**src/rtl/bmlr_pkg.sv**
```systemverilog
// Shared types and constants for the binary matrix largest rectangle block.
`timescale 1ns / 1ps
`default_nettype none
package bmlr_pkg;

  localparam int ROW_W  = 64;
  localparam int AREA_W = 16;
  localparam int CFG_W  = 7;
  localparam int APB_AW = 3;
  localparam int APB_DW = 32;

  localparam logic [AREA_W-1:0] AREA_MAX  = '1;
  localparam logic [CFG_W-1:0]  COLS_RST  = 7'd64;
  localparam logic              REG_COLS  = 1'b0;

  typedef struct packed {
    logic clear;
    logic push;
    logic pop;
  } stk_cmd_t;

  typedef struct packed {
    logic prep;
    logic clr_all;
    logic h_we;
    logic lb_we;
  } cs_ctl_t;

endpackage
`default_nettype wire

```
**src/rtl/bmlr_stack.sv**
```systemverilog
// Monotonic index stack: top entry in registers, lower entries in a memory.
`timescale 1ns / 1ps
`default_nettype none
module bmlr_stack #(
  parameter int DEPTH = 64,
  parameter int IW    = 6,
  parameter int CW    = 7,
  parameter int HW    = 10
) (
  input  logic                clk,
  input  logic                rst_n,
  input  bmlr_pkg::stk_cmd_t  cmd,
  input  logic [IW-1:0]       push_idx,
  input  logic [HW-1:0]       push_h,
  output logic                nz,
  output logic [IW-1:0]       tos_idx,
  output logic [HW-1:0]       tos_h
);

  localparam int EW = IW + HW;

  logic [EW-1:0] mem [DEPTH];
  logic [CW-1:0] cnt_r;
  logic [EW-1:0] tos_r;
  logic [EW-1:0] hold_r;
  logic [EW-1:0] rd_r;
  logic          sel_r;
  logic [EW-1:0] below;
  logic [IW-1:0] waddr;
  logic [IW-1:0] raddr;

  assign below   = sel_r ? rd_r : hold_r;
  assign waddr   = IW'(cnt_r - CW'(1));
  assign raddr   = IW'(cnt_r - CW'(3));
  assign nz      = (cnt_r != '0);
  assign tos_idx = tos_r[EW-1:HW];
  assign tos_h   = tos_r[HW-1:0];

  always_ff @(posedge clk) begin
    if (!rst_n) begin
      cnt_r <= '0;
      sel_r <= 1'b0;
    end else if (cmd.clear) begin
      cnt_r <= '0;
    end else if (cmd.push) begin
      cnt_r <= cnt_r + CW'(1);
      sel_r <= 1'b0;
    end else if (cmd.pop) begin
      cnt_r <= cnt_r - CW'(1);
      sel_r <= 1'b1;
    end
  end

  always_ff @(posedge clk) begin
    if (cmd.push && !cmd.clear) begin
      tos_r  <= {push_idx, push_h};
      hold_r <= tos_r;
      if (cnt_r != '0) begin
        mem[waddr] <= tos_r;
      end
    end else if (cmd.pop && !cmd.clear) begin
      tos_r <= below;
    end
    rd_r <= mem[raddr];
  end

endmodule
`default_nettype wire

```
**src/rtl/bmlr_colstore.sv**
```systemverilog
// Column height memory with valid bits, and left boundary memory.
`timescale 1ns / 1ps
`default_nettype none
module bmlr_colstore #(
  parameter int N  = 64,
  parameter int IW = 6,
  parameter int CW = 7,
  parameter int HW = 10
) (
  input  logic               clk,
  input  logic               rst_n,
  input  bmlr_pkg::cs_ctl_t  ctl,
  input  logic [CW-1:0]      cnt,
  input  logic [IW-1:0]      waddr,
  input  logic [IW-1:0]      raddr,
  input  logic [HW-1:0]      wr_h,
  input  logic [IW-1:0]      wr_lb,
  output logic [HW-1:0]      rd_h,
  output logic [IW-1:0]      rd_lb
);

  logic [HW-1:0] hmem  [N];
  logic [IW-1:0] lbmem [N];
  logic [N-1:0]  valid_r;
  logic [N-1:0]  valid_nxt;
  logic [N-1:0]  keep;
  logic [HW-1:0] rd_h_r;
  logic [IW-1:0] rd_lb_r;

  assign rd_h  = rd_h_r;
  assign rd_lb = rd_lb_r;

  always_comb begin
    for (int j = 0; j < N; j++) begin
      keep[j] = (CW'(j) < cnt);
    end
    valid_nxt = valid_r;
    if (ctl.prep) begin
      valid_nxt = valid_r & keep & {N{~ctl.clr_all}};
    end
    if (ctl.h_we) begin
      valid_nxt[waddr] = 1'b1;
    end
  end

  always_ff @(posedge clk) begin
    if (!rst_n) begin
      valid_r <= '0;
    end else begin
      valid_r <= valid_nxt;
    end
  end

  always_ff @(posedge clk) begin
    if (ctl.h_we) begin
      hmem[waddr] <= wr_h;
    end
    if (ctl.lb_we) begin
      lbmem[waddr] <= wr_lb;
    end
    rd_h_r  <= valid_r[raddr] ? hmem[raddr] : '0;
    rd_lb_r <= lbmem[raddr];
  end

endmodule
`default_nettype wire

```
**src/rtl/bmlr_area.sv**
```systemverilog
// Area unit: height times width, saturate, keep the row maximum.
`timescale 1ns / 1ps
`default_nettype none
module bmlr_area #(
  parameter int HW = 10,
  parameter int CW = 7
) (
  input  logic                          clk,
  input  logic                          rst_n,
  input  logic                          clear,
  input  logic                          in_v,
  input  logic [HW-1:0]                 h,
  input  logic [CW-1:0]                 w,
  output logic                          busy,
  output logic [bmlr_pkg::AREA_W-1:0]   best
);

  localparam int PW = HW + CW;

  logic [PW-1:0]                 prod_r;
  logic                          v1_r;
  logic [bmlr_pkg::AREA_W-1:0]   best_r;
  logic [bmlr_pkg::AREA_W-1:0]   a16;

  assign busy = v1_r;
  assign best = best_r;
  assign a16  = (prod_r > PW'(bmlr_pkg::AREA_MAX)) ? bmlr_pkg::AREA_MAX
                                                   : bmlr_pkg::AREA_W'(prod_r);

  always_ff @(posedge clk) begin
    prod_r <= PW'(h) * PW'(w);
  end

  always_ff @(posedge clk) begin
    if (!rst_n) begin
      v1_r   <= 1'b0;
      best_r <= '0;
    end else begin
      v1_r <= in_v;
      if (clear) begin
        best_r <= '0;
      end else if (v1_r && (a16 > best_r)) begin
        best_r <= a16;
      end
    end
  end

endmodule
`default_nettype wire

```
**src/rtl/binary_matrix_largest_rectangle_top.sv**
```systemverilog
// Top level: row sequencer, configuration port and result register.
// Usage:
//   Send one matrix row per transaction on in_valid/in_ready: in_row_bits holds
//   the cells, bit j for column j, and in_first_row starts a new matrix.
//   One result transaction per row comes out on out_valid/out_ready: the row's
//   largest rectangle area, the best area of the matrix so far, and a flag
//   for a column height held at MAX_HEIGHT.
//   The column count is set through the APB port (register 0, byte 0),
//   reset value 64; write it only while the block is idle.
//   From acceptance to result a row passes the start state, a left sweep,
//   the right-start state and a right sweep of a shared stack compare, each
//   sweep with a step per column plus one per stack pop, then the drain of
//   the area pipeline (product and maximum registers) and the load of the
//   result register. A column count of zero goes straight to the result.
//   in_ready is low while a row is in work, so no new row is taken before
//   the previous one is through.
//   The result register frees the input side: a new row is accepted while a
//   result waits; a stalled receiver only holds the next row at its end.
//   Reset clears the histogram valid bits and the best area and sets the
//   column count to 64 directly; no clearing sweep.
`timescale 1ns / 1ps
`default_nettype none
module binary_matrix_largest_rectangle_top #(
  parameter int MAX_COLUMNS = 64,
  parameter int MAX_HEIGHT  = 1023
) (
  input  logic                          clk,
  input  logic                          rst_n,
  input  logic                          in_valid,
  output logic                          in_ready,
  input  logic [bmlr_pkg::ROW_W-1:0]    in_row_bits,
  input  logic                          in_first_row,
  output logic                          out_valid,
  input  logic                          out_ready,
  output logic [bmlr_pkg::AREA_W-1:0]   out_row_area,
  output logic [bmlr_pkg::AREA_W-1:0]   out_best_area,
  output logic                          out_height_saturated,
  input  logic                          psel,
  input  logic                          penable,
  input  logic                          pwrite,
  input  logic [bmlr_pkg::APB_AW-1:0]   paddr,
  input  logic [bmlr_pkg::APB_DW-1:0]   pwdata,
  output logic [bmlr_pkg::APB_DW-1:0]   prdata,
  output logic                          pready
);

  localparam int HW = $clog2(MAX_HEIGHT + 1);
  localparam int CW = $clog2(MAX_COLUMNS + 1);
  localparam int IW = (MAX_COLUMNS > 1) ? $clog2(MAX_COLUMNS) : 1;
  localparam logic [HW-1:0] HMAX = HW'(MAX_HEIGHT);

  localparam logic [2:0] S_IDLE   = 3'd0;
  localparam logic [2:0] S_START  = 3'd1;
  localparam logic [2:0] S_LEFT   = 3'd2;
  localparam logic [2:0] S_RSTART = 3'd3;
  localparam logic [2:0] S_RIGHT  = 3'd4;
  localparam logic [2:0] S_DRAIN  = 3'd5;
  localparam logic [2:0] S_FINISH = 3'd6;

  logic [2:0]                    state_r, state_nxt;
  logic [IW-1:0]                 i_r, i_nxt;
  logic                          fresh_r, fresh_nxt;
  logic [bmlr_pkg::ROW_W-1:0]    bits_r;
  logic [CW-1:0]                 cnt_r;
  logic [HW-1:0]                 cur_h_r;
  logic [IW-1:0]                 cur_lb_r;
  logic                          held_r;
  logic [bmlr_pkg::AREA_W-1:0]   best_r;
  logic [bmlr_pkg::CFG_W-1:0]    cols_r;
  logic                          out_valid_r;
  logic [bmlr_pkg::AREA_W-1:0]   out_area_r;
  logic [bmlr_pkg::AREA_W-1:0]   out_best_r;
  logic                          out_sat_r;

  logic [CW-1:0]                 cnt_in;
  logic                          acc;
  logic                          cfg_wr;
  logic                          out_free;
  bmlr_pkg::stk_cmd_t            stk_cmd;
  bmlr_pkg::cs_ctl_t             cs_ctl;
  logic [IW-1:0]                 cs_raddr;
  logic [HW-1:0]                 cs_rd_h;
  logic [IW-1:0]                 cs_rd_lb;
  logic                          stk_nz;
  logic [IW-1:0]                 stk_tos_idx;
  logic [HW-1:0]                 stk_tos_h;
  logic                          area_v;
  logic                          area_busy;
  logic [bmlr_pkg::AREA_W-1:0]   row_best;
  logic [bmlr_pkg::AREA_W-1:0]   best_nxt;

  logic                          col_on;
  logic                          hsat;
  logic [HW-1:0]                 new_h;
  logic [HW-1:0]                 h_now;
  logic [IW-1:0]                 lb_now;
  logic                          pop_hit;
  logic                          last_i;
  logic [IW-1:0]                 lb_new;
  logic [CW-1:0]                 r_bound;
  logic [CW-1:0]                 width;

  assign in_ready             = (state_r == S_IDLE);
  assign acc                  = in_valid && in_ready;
  assign out_valid            = out_valid_r;
  assign out_row_area         = out_area_r;
  assign out_best_area        = out_best_r;
  assign out_height_saturated = out_sat_r;
  assign out_free             = !out_valid_r || out_ready;
  assign pready               = 1'b1;
  assign cfg_wr               = psel && penable && pwrite;
  assign prdata = (paddr[bmlr_pkg::APB_AW-1] == bmlr_pkg::REG_COLS)
                  ? bmlr_pkg::APB_DW'(cols_r) : '0;

  assign cnt_in = (cols_r > bmlr_pkg::CFG_W'(MAX_COLUMNS)) ? CW'(MAX_COLUMNS)
                                                            : CW'(cols_r);

  assign col_on  = bits_r[i_r];
  assign hsat    = (cs_rd_h >= HMAX);
  assign new_h   = col_on ? (hsat ? HMAX : cs_rd_h + HW'(1)) : '0;
  assign h_now   = (state_r == S_LEFT) ? (fresh_r ? new_h : cur_h_r)
                                       : (fresh_r ? cs_rd_h : cur_h_r);
  assign lb_now  = fresh_r ? cs_rd_lb : cur_lb_r;
  assign pop_hit = stk_nz && (stk_tos_h >= h_now);
  assign last_i  = (CW'(i_r) == cnt_r - CW'(1));
  assign lb_new  = stk_nz ? stk_tos_idx + IW'(1) : '0;
  assign r_bound = stk_nz ? CW'(stk_tos_idx) : cnt_r;
  assign width   = r_bound - CW'(lb_now);
  assign best_nxt = (row_best > best_r) ? row_best : best_r;

  always_comb begin
    state_nxt = state_r;
    i_nxt     = i_r;
    fresh_nxt = fresh_r;
    stk_cmd   = '0;
    cs_ctl    = '0;
    cs_raddr  = i_r;
    area_v    = 1'b0;
    unique case (state_r)
      S_IDLE: begin
        if (in_valid) begin
          cs_ctl.prep    = 1'b1;
          cs_ctl.clr_all = in_first_row;
          stk_cmd.clear  = 1'b1;
          i_nxt          = '0;
          state_nxt      = (cnt_in == '0) ? S_FINISH : S_START;
        end
      end
      S_START: begin
        cs_raddr  = '0;
        fresh_nxt = 1'b1;
        state_nxt = S_LEFT;
      end
      S_LEFT: begin
        cs_ctl.h_we = fresh_r;
        if (pop_hit) begin
          stk_cmd.pop = 1'b1;
          fresh_nxt   = 1'b0;
        end else begin
          cs_ctl.lb_we = 1'b1;
          if (last_i) begin
            stk_cmd.clear = 1'b1;
            state_nxt     = S_RSTART;
          end else begin
            stk_cmd.push = 1'b1;
            i_nxt        = i_r + IW'(1);
            cs_raddr     = i_r + IW'(1);
            fresh_nxt    = 1'b1;
          end
        end
      end
      S_RSTART: begin
        fresh_nxt = 1'b1;
        state_nxt = S_RIGHT;
      end
      S_RIGHT: begin
        if (pop_hit) begin
          stk_cmd.pop = 1'b1;
          fresh_nxt   = 1'b0;
        end else begin
          area_v       = 1'b1;
          stk_cmd.push = 1'b1;
          fresh_nxt    = 1'b1;
          if (i_r == '0) begin
            state_nxt = S_DRAIN;
          end else begin
            i_nxt    = i_r - IW'(1);
            cs_raddr = i_r - IW'(1);
          end
        end
      end
      S_DRAIN: begin
        if (!area_busy) begin
          state_nxt = S_FINISH;
        end
      end
      S_FINISH: begin
        if (out_free) begin
          state_nxt = S_IDLE;
        end
      end
      default: begin
        state_nxt = S_IDLE;
      end
    endcase
  end

  always_ff @(posedge clk) begin
    if (!rst_n) begin
      state_r     <= S_IDLE;
      i_r         <= '0;
      fresh_r     <= 1'b0;
      held_r      <= 1'b0;
      best_r      <= '0;
      cols_r      <= bmlr_pkg::COLS_RST;
      out_valid_r <= 1'b0;
    end else begin
      state_r <= state_nxt;
      i_r     <= i_nxt;
      fresh_r <= fresh_nxt;
      if (cfg_wr && (paddr[bmlr_pkg::APB_AW-1] == bmlr_pkg::REG_COLS)) begin
        cols_r <= pwdata[bmlr_pkg::CFG_W-1:0];
      end
      if (acc) begin
        held_r <= 1'b0;
        if (in_first_row) begin
          best_r <= '0;
        end
      end else if ((state_r == S_LEFT) && fresh_r) begin
        held_r <= held_r | (col_on & hsat);
      end
      if ((state_r == S_FINISH) && out_free) begin
        best_r      <= best_nxt;
        out_valid_r <= 1'b1;
      end else if (out_ready) begin
        out_valid_r <= 1'b0;
      end
    end
  end

  always_ff @(posedge clk) begin
    if (acc) begin
      bits_r <= in_row_bits;
      cnt_r  <= cnt_in;
    end
    if (fresh_r && (state_r == S_LEFT)) begin
      cur_h_r <= new_h;
    end else if (fresh_r && (state_r == S_RIGHT)) begin
      cur_h_r  <= cs_rd_h;
      cur_lb_r <= cs_rd_lb;
    end
    if ((state_r == S_FINISH) && out_free) begin
      out_area_r <= row_best;
      out_best_r <= best_nxt;
      out_sat_r  <= held_r;
    end
  end

  bmlr_colstore #(
    .N  (MAX_COLUMNS),
    .IW (IW),
    .CW (CW),
    .HW (HW)
  ) u_colstore (
    .clk   (clk),
    .rst_n (rst_n),
    .ctl   (cs_ctl),
    .cnt   (cnt_in),
    .waddr (i_r),
    .raddr (cs_raddr),
    .wr_h  (new_h),
    .wr_lb (lb_new),
    .rd_h  (cs_rd_h),
    .rd_lb (cs_rd_lb)
  );

  bmlr_stack #(
    .DEPTH (MAX_COLUMNS),
    .IW    (IW),
    .CW    (CW),
    .HW    (HW)
  ) u_stack (
    .clk      (clk),
    .rst_n    (rst_n),
    .cmd      (stk_cmd),
    .push_idx (i_r),
    .push_h   (h_now),
    .nz       (stk_nz),
    .tos_idx  (stk_tos_idx),
    .tos_h    (stk_tos_h)
  );

  bmlr_area #(
    .HW (HW),
    .CW (CW)
  ) u_area (
    .clk   (clk),
    .rst_n (rst_n),
    .clear (acc),
    .in_v  (area_v),
    .h     (h_now),
    .w     (width),
    .busy  (area_busy),
    .best  (row_best)
  );

endmodule
`default_nettype wire

```
**config.mk**
```make
export PLATFORM = sky130hd
export DESIGN_NAME = binary_matrix_largest_rectangle_top
export DESIGN_NICKNAME = d
export VERILOG_FILES = /design/src/rtl/bmlr_pkg.sv /design/src/rtl/bmlr_stack.sv /design/src/rtl/bmlr_colstore.sv /design/src/rtl/bmlr_area.sv /design/src/rtl/binary_matrix_largest_rectangle_top.sv
export SDC_FILE = /design/constraint.sdc
export NUM_CORES = 2
export LEC_CHECK = 0
export BUFFER_PORTS_ARGS = -buffer_cell sky130_fd_sc_hd__buf_2
export CORE_AREA = 2 2 567 400
export DETAILED_ROUTE_END_ITERATION = 8
export DIE_AREA = 0 0 569 402
export PLACE_DENSITY = 0.57
export SLEW_MARGIN = 5
export SYNTH_ARGS = -nofsm -noshare
export SYNTH_HDL_FRONTEND = slang
export SYNTH_SLANG_ARGS = --single-unit
```
**constraint.sdc**
```tcl
create_clock -name clk -period 11.9 [get_ports clk]
set_input_delay 2.38 -clock clk [delete_from_list [all_inputs] [get_ports clk]]
set_output_delay 2.38 -clock clk [all_outputs]
set_load 0.01 [all_outputs]
```
* After elaboration in Yosys (flattened, before gate mapping)
Memory sizes are Yosys's and may differ from the RTL's. A register that Yosys moved wholly into a read port is not among the register bits. Cells that the tools add are included.
Word-level totals: bits in registers 293, bits in writable memories 2048, input port bits 107, output and inout bits 68, logic and storage cells 242, memories 3
Operators by class: add/subtract/negate cells 9, multipliers 1, order comparisons 73, equality and inequality tests 15, multiplexer cells 71, bitwise gates (word level) 10, reductions and logical operators 38
Memory list:
- u_stack.mem | words 64, bits a word 16, rd ports 1, clocked after Yosys merged registers in 1, write ports 1, RTL line bmlr_stack.sv:22 | logic [EW-1:0] mem [DEPTH];
- u_colstore.hmem | words 64, bits a word 10, rd ports 1, clocked after Yosys merged registers in 1, write ports 1, RTL line bmlr_colstore.sv:22 | logic [HW-1:0] hmem [N];
- u_colstore.lbmem | words 64, bits a word 6, rd ports 1, clocked after Yosys merged registers in 1, write ports 1, RTL line bmlr_colstore.sv:23 | logic [IW-1:0] lbmem [N];
Operators with widths (count):
- $lt A6 B7 Y1 const A | 32
- $and A64 B64 Y64 | 2
- $mux W16 | 8
- $mux W64 | 2
- $lt A5 B7 Y1 const A | 16
- $mux W10 | 7
- $or A64 B64 Y64 | 1
- $lt A4 B7 Y1 const A | 8
- $mux W6 | 7
- $pmux W6 S3 | 2
- $mux W7 | 5
- $gt A16 B16 Y1 | 2
- $lt A3 B7 Y1 const A | 4
- $mux W3 | 8
- $mux W1 | 21
- $pmux W3 S7 | 1
- $gt A17 B16 Y1 const B | 1
- $mul A10 B7 Y17 | 1
- $lt A1 B7 Y1 const A | 2
- $lt A2 B7 Y1 const A | 2
- $lt A6 B7 Y1 const B | 2
- $ne A2 B2 Y1 const B | 7
- $sub A7 B1 Y7 const B | 2
- $add A6 B1 Y6 const B | 2
- 35 further kinds | 72

* Logic depth before layout (Yosys ltp)
word-level depth 13, gate-level depth with buffers 38

* Modules after synthesis
A second synthesis with hierarchy kept.
Second synthesis, totals: cell total of the unflattened synthesis 5297, area, all modules 97081.9 µm²
Modules (own cells, without submodules):
- bmlr_colstore | instances 1, cells each 2115, area each 42877.4 µm², seq. area each 32351.0 µm²
- bmlr_stack | instances 1, cells each 1995, area each 41722.5 µm², seq. area each 32190.9 µm²
- binary_matrix_largest_rectangle_top | instances 1, cells each 770, area each 8602.0 µm², seq. area each 4304.1 µm²
- bmlr_area | instances 1, cells each 417, area each 3880.0 µm², seq. area each 680.7 µm²

* Worst setup path after synthesis
OpenSTA, ideal clock, no wires.
path type register -> register, from register i_r[0], to register u_area.prod_r[16], setup time 0.072 ns, arrival 8.648 ns, required time 11.828 ns, slack 3.180 ns, stages on the path, launching flop included 34, path buffers 3, cell sequence dfxtp_1 -> buf_2 -> clkbuf_1 -> nor3b_1 -> a22o_1 -> a221oi_1 -> a31oi_1 -> or4_1 -> nor2_1 -> buf_2 -> a21oi_1 -> nand2_1 -> nand3_1 -> o21ai_1 -> or2_2 -> fa_1 -> fa_1 -> inv_1 -> fa_1 -> inv_1 -> fa_1 -> inv_1 -> ha_1 -> inv_1 -> o21bai_1 -> a21oi_1 -> o21bai_1 -> a21oi_1 -> o21bai_1 -> a21oi_1 -> o21ai_0 -> a21o_1 -> a21oi_1 -> xnor2_1
Between the ends: longest elaborated chain between the ends 6
Ends and longest elaborated chain:
- start: declaration | RTL line binary_matrix_largest_rectangle_top.sv:61 | logic [IW-1:0] i_r, i_nxt;
- start signal: assignment | RTL line binary_matrix_largest_rectangle_top.sv:219 | i_r <= i_nxt;
- $bmux W1 S6 | RTL line binary_matrix_largest_rectangle_top.sv:118 | assign col_on = bits_r[i_r];
- $mux W1 (implied by the code) | RTL line binary_matrix_largest_rectangle_top.sv:118
- $mux W10 | RTL line binary_matrix_largest_rectangle_top.sv:120 | assign new_h = col_on ? (hsat ? HMAX : cs_rd_h + HW'(1)) : '0;
- via new_h[2] | RTL line binary_matrix_largest_rectangle_top.sv:94 | logic [HW-1:0] new_h;
- $mux W10 (2 in series) | RTL line binary_matrix_largest_rectangle_top.sv:121 | assign h_now = (state_r == S_LEFT) ? (fresh_r ? new_h : cur_h_r)
- $mul A10 B7 Y17 | RTL line bmlr_area.sv:31 | prod_r <= PW'(h) * PW'(w);
- end signal: assignment | RTL line bmlr_area.sv:31
- end: declaration | RTL line bmlr_area.sv:20 | logic [PW-1:0] prod_r;
The timed path passes the listed nets, and every way through them passes these cells. The select of a mux whose other input is x is not followed. A chain may end at the register's enable or synchronous reset.

* Final worst setup path
from register i_r[2], to register u_colstore.rd_h_r[4] (netlist: u_colstore.rd_h[4]) (read register of u_colstore.hmem)
Between the ends: longest elaborated chain between the ends 12, elaborated cells between the ends (all ways) 19, classes of those cells 2 x add/sub; 1 x order compare; 1 x eq/ne; 12 x mux; 3 x reduce/logical
Ends and longest elaborated chain:
- $bmux W1 S6 | RTL line binary_matrix_largest_rectangle_top.sv:118
- $mux W1 (implied by the code) | RTL line binary_matrix_largest_rectangle_top.sv:118
- $mux W10 | RTL line binary_matrix_largest_rectangle_top.sv:120
- $mux W10 (2 in series) | RTL line binary_matrix_largest_rectangle_top.sv:121
- $ge A10 B10 Y1 | RTL line binary_matrix_largest_rectangle_top.sv:124 | assign pop_hit = stk_nz && (stk_tos_h >= h_now);
- $logic_and A1 B1 Y1 | RTL line binary_matrix_largest_rectangle_top.sv:124
- $mux W6, on equally long branches
- $pmux W6 S3 (*) | RTL line binary_matrix_largest_rectangle_top.sv:139 | unique case (state_r)
- $bmux W1 S6 | RTL line bmlr_colstore.sv:61 | rd_h_r <= valid_r[raddr] ? hmem[raddr] : '0;
- $mux W1 (implied by the code) | RTL line bmlr_colstore.sv:61
- $logic_not A1 Y1 (no source line)
- end: declaration | RTL line bmlr_colstore.sv:27 | logic [HW-1:0] rd_h_r;
Mark *: on every way between the ends. The rest lies on a longest branch, timed or not. The select of a mux whose other input is x is not followed.

==> flow_results.org <==
** Status
- The flow ran to the end, and the final reports show no timing, DRC or antenna violations.

** Yosys
- EDFF count, synth :: 2200
- Synth Cell Area :: 97700 um2
- Main synth FF type :: sky130_fd_sc_hd__edfxtp_1
- Yosys warning count :: 0
- The netlist uses a little under 90 different library cells.
- Synthesized instance count :: 6141
- Dividing the synthesized area by the synthesized cell count gives 15.9 um2.
- Asr flop ratio synth :: 0
- Of the synthesized area, sequential elements account for 0.711.
- Flop and latch count out of synthesis :: 2373

** Detailed routing
- Initial DRT Pass Iterations :: 5
- In the final routed layout, each cell accounts on average for 26.7 um.
- Routed via count :: 54800
- Aggregate routed wire length :: 253000 um
- First-iteration detailed-routing DRC count :: 6702
- Once detail routing completed, the nets flagged for antenna violations numbered 0.
- In the routed layout, each cell is associated on average with a via count of 5.79.
- In the routed design, unresolved DRC markers number 0.

** Global routing
- Wire length of the first global-routing pass :: 366000 um
- GRT Total Usage :: 0.218
- The number of antenna violations at the first check in global routing is 7.
- Vias in the first global route :: 52600
- The total overflow left after global routing is 0.
- Entering global routing, the biggest net connects 169 pins.

** Power and ir drop
- Net switching power figure :: 10800 uW
- Clk pwr share :: 0.240
- The design draws 29800 uW.
- Of the total power, combinational logic draws 0.415.
- For this design the ratio of total power to cell area is around 270 nW/um2.
- Switching share of total power :: 0.364
- Worst ir drop on vdd :: 1.03 mV
- Cell-internal power :: 19000 uW
- The share of total power dissipated in sequential elements is 0.345.
- Static leakage :: 0.0363 uW

** Clock tree
- After clock tree synthesis, the repair step resized 0 gates.
- CTS Buf Count :: 230
- Clock root buffer :: sky130_fd_sc_hd__clkbuf_16
- Hold-fix buffers, CTS :: 0
- TritonCTS built the clock tree.
- The clock drives approximately 2400 sinks.
- CTS clock-pin slew for the worst setup and hold paths :: roughly 60 ps
- The clock passes through at most 4 buffers.
- CTS built an H-tree with a depth of 4.
- The number of setup buffers added after CTS is 0.
- For the worst-skew pair, the clock arrives at the later sink with an insertion delay of 900 ps.

** Cells and area
- Fill count :: ~19000
- The area growth from synthesis to layout is 12.1%.
- The multi-input combinational cells in the finished layout cover a total of 26500 um2.
- Final Instance Count excl. Fillers :: 9480
- Fraction of layout cells with a size suffix above 1 :: 0.180
- The library cell used most frequently in the layout, excluding fill and tap cells, is sky130_fd_sc_hd__edfxtp_1.
- Area taken by flip-flops and latches :: 69500 um2
- Measured on the finished design, the core utilization comes to 0.489.
- After the last flow step, the layout net total stands at 6575.
- Commonest non-fill, non-tap cells in the layout :: 2200 x sky130_fd_sc_hd__edfxtp_1, 769 x sky130_fd_sc_hd__nand2_1, 436 x sky130_fd_sc_hd__nand3_1, 367 x sky130_fd_sc_hd__mux4_2, 285 x sky130_fd_sc_hd__nor2_1

** STA
- In the final timing run, aggregate negative setup slack is 0 ps.
- Setup repair after global routing left no endpoint under its margin.
- Highest attainable clock frequency :: 0.0964 GHz
- The number of max-slew violations in the final report was 0.
- The hold violation total from the final report was 0.
- Setup violations remaining at the end of the flow were counted as 0.
- Headroom to the max-slew limit :: 0.117
- Across the routed clock network, the largest skew measured is approximately 110 ps.
- Crit path time final :: roughly 10000 ps
- For the pin with the worst max-slew slack, the measured transition is 1320 ps.
- Period Utilization, post-route :: 0.872

** Floorplan
- From bottom edge to top edge, the die measures 402 um.
- Placeable core region :: 224000 um2
- Floorplan die width :: 569 um
- Full die area :: 229000 um2
- IO Pins :: 175
- Number of placement rows :: roughly 150
- Starting Density :: 0.436

** Worst setup path
- CP Class :: reg -> reg
- Data arrives at the worst endpoint at roughly 11000 ps.
- Critical path endpoint category :: flip-flop
- The worst setup path is launched from a flip-flop.
- Critical path's largest stage delay :: ~1100 ps
- Critical-path maximum fanout :: 58
- STA puts the critical path data required time at 12590 ps.
- On the critical path, the stage with the largest delay is an instance of sky130_fd_sc_hd__a221oi_1.

** Placement
- During placement, the flow inserted port buffers numbering 121.
- Counting tap cells, the placed design contains a total of 9064 instances.
- After legalization and detailed placement, the total HPWL measured 156000 um.
- Routability Congestion :: 0.904

** Flow run
- Maximum Capacitance Violations :: 0

** Worst hold path
- The min-delay analysis places its worst path in the category reg -> reg.
-- layout make-up --
class                           instances  area share
Tap cell                             2960      0.0338
Antenna cell                            3   0.0000685
Inverter                              140     0.00482
Multi-Input combinational cell       3287       0.242
Clock inverter                        132      0.0115
Sequential cell                      2373       0.635
Clock buffer                          281      0.0548
Timing Repair Buffer                  304      0.0188
-- critical path, delay by kind of cell (launching register included) --
kind	cells	cell delay (ps)
buffers and inverters	4	1310
multiplexers	1	240
AND/OR/NAND/NOR	9	4080
AO/OA/AOI/OAI	10	3450
flip-flops	1	780
adder cells (fa/ha/maj)	1	270
-- state kept, by name, indices dropped and copies added, names as in the netlist, 17 cells and up --
signal	cells
u_stack.mem	1024
u_colstore.lbmem	384
u_colstore.valid_r	64
u_colstore.hmem	640
bits_r	64
u_area.prod_r	17
-- synth_stat cells, types with 30 or more instances --
cell	count	area (um2)
sky130_fd_sc_hd__fa_1	40	801
sky130_fd_sc_hd__mux2i_1	270	2700
sky130_fd_sc_hd__buf_1	47	176
sky130_fd_sc_hd__o211ai_1	39	293
sky130_fd_sc_hd__mux4_2	367	8270
sky130_fd_sc_hd__nor2_1	364	1370
sky130_fd_sc_hd__a211oi_1	46	345
sky130_fd_sc_hd__nor2b_1	44	275
sky130_fd_sc_hd__nand3_1	436	2180
sky130_fd_sc_hd__o21a_1	32	240
sky130_fd_sc_hd__a31oi_1	39	244
sky130_fd_sc_hd__and3_1	32	200
sky130_fd_sc_hd__edfxtp_1	2200	66100
sky130_fd_sc_hd__buf_4	44	330
sky130_fd_sc_hd__ha_1	92	1150
sky130_fd_sc_hd__o21ai_0	52	260
sky130_fd_sc_hd__clkbuf_1	177	664
sky130_fd_sc_hd__a21oi_1	132	661
sky130_fd_sc_hd__nand2_1	770	2890
sky130_fd_sc_hd__xnor2_1	30	263
sky130_fd_sc_hd__a32o_1	32	320
sky130_fd_sc_hd__inv_1	136	510
sky130_fd_sc_hd__nor3_1	34	170
sky130_fd_sc_hd__dfxtp_1	173	3460
sky130_fd_sc_hd__buf_2	86	430
sky130_fd_sc_hd__a22oi_1	38	285
-- logic make-up (layout without fill, tap and decap cells) --
group / count (synthesis) / in the layout / synth area share
buffers and inverters: 505 / 857 / 0.0231
and+or+nand+nor: 1866 / 1866 / 0.0868
adders and majority gates: 132 / 132 / 0.0200
xor gates and xnor gates: 50 / 50 / 0.00448
muxes: 642 / 642 / 0.113
AOI/OAI and AO/OA: 571 / 571 / 0.0414
DFF: 2373 / 2373 / 0.711
other: 2 / 29 / 0.0000768
-- power by group through the flow --
stage                     clock network, uW  logic [uW]  registers, uW
after floorplan                           0        8750          10500
after global placement                    0       12200          10500
after detailed placement                  0       12300          10500
after CTS                              7280       12400          10300
after global routing                   7600       13900          10300
final                                  7150       12400          10300
-- worst paths after layout --
check,endpoint,slack [ps],cells past startpoint,from
max,u_colstore.rd_h[4]$_SDFF_PN0_,1520,25,i_r[2]$_SDFFE_PN0P_
min,out_height_saturated$_DFFE_PP_,440,0,held_r$_SDFFE_PP0P_
max reg2reg,u_colstore.rd_h[4]$_SDFF_PN0_,1520,25,i_r[2]$_SDFFE_PN0P_
min reg2reg,out_height_saturated$_DFFE_PP_,440,0,held_r$_SDFFE_PP0P_
-- layer usage --
layer	GRT usage	vias up	part of all wire
li1	-	24000	-
met1	0.354	28200	0.48
met2	0.302	2270	0.42
met3	0.0419	343	0.088
met4	0.0470	6	0.019
met5	0	-	0.00020
-- per-stage QoR --
stage / hold WS (ps) / instance area, um2 / setup slack [ps]
5_1_grt: 459 / 110000 / 1320
4_1_cts: 441 / 110000 / 1820
6_report: 443 / 110000 / 1520
3_5_place_dp: 426 / 102000 / 1830
2_1_floorplan: 403 / 97800 / 3180
3_3_place_gp: 424 / 102000 / 1950
Note: power is estimated with default switching activity, not from simulation.
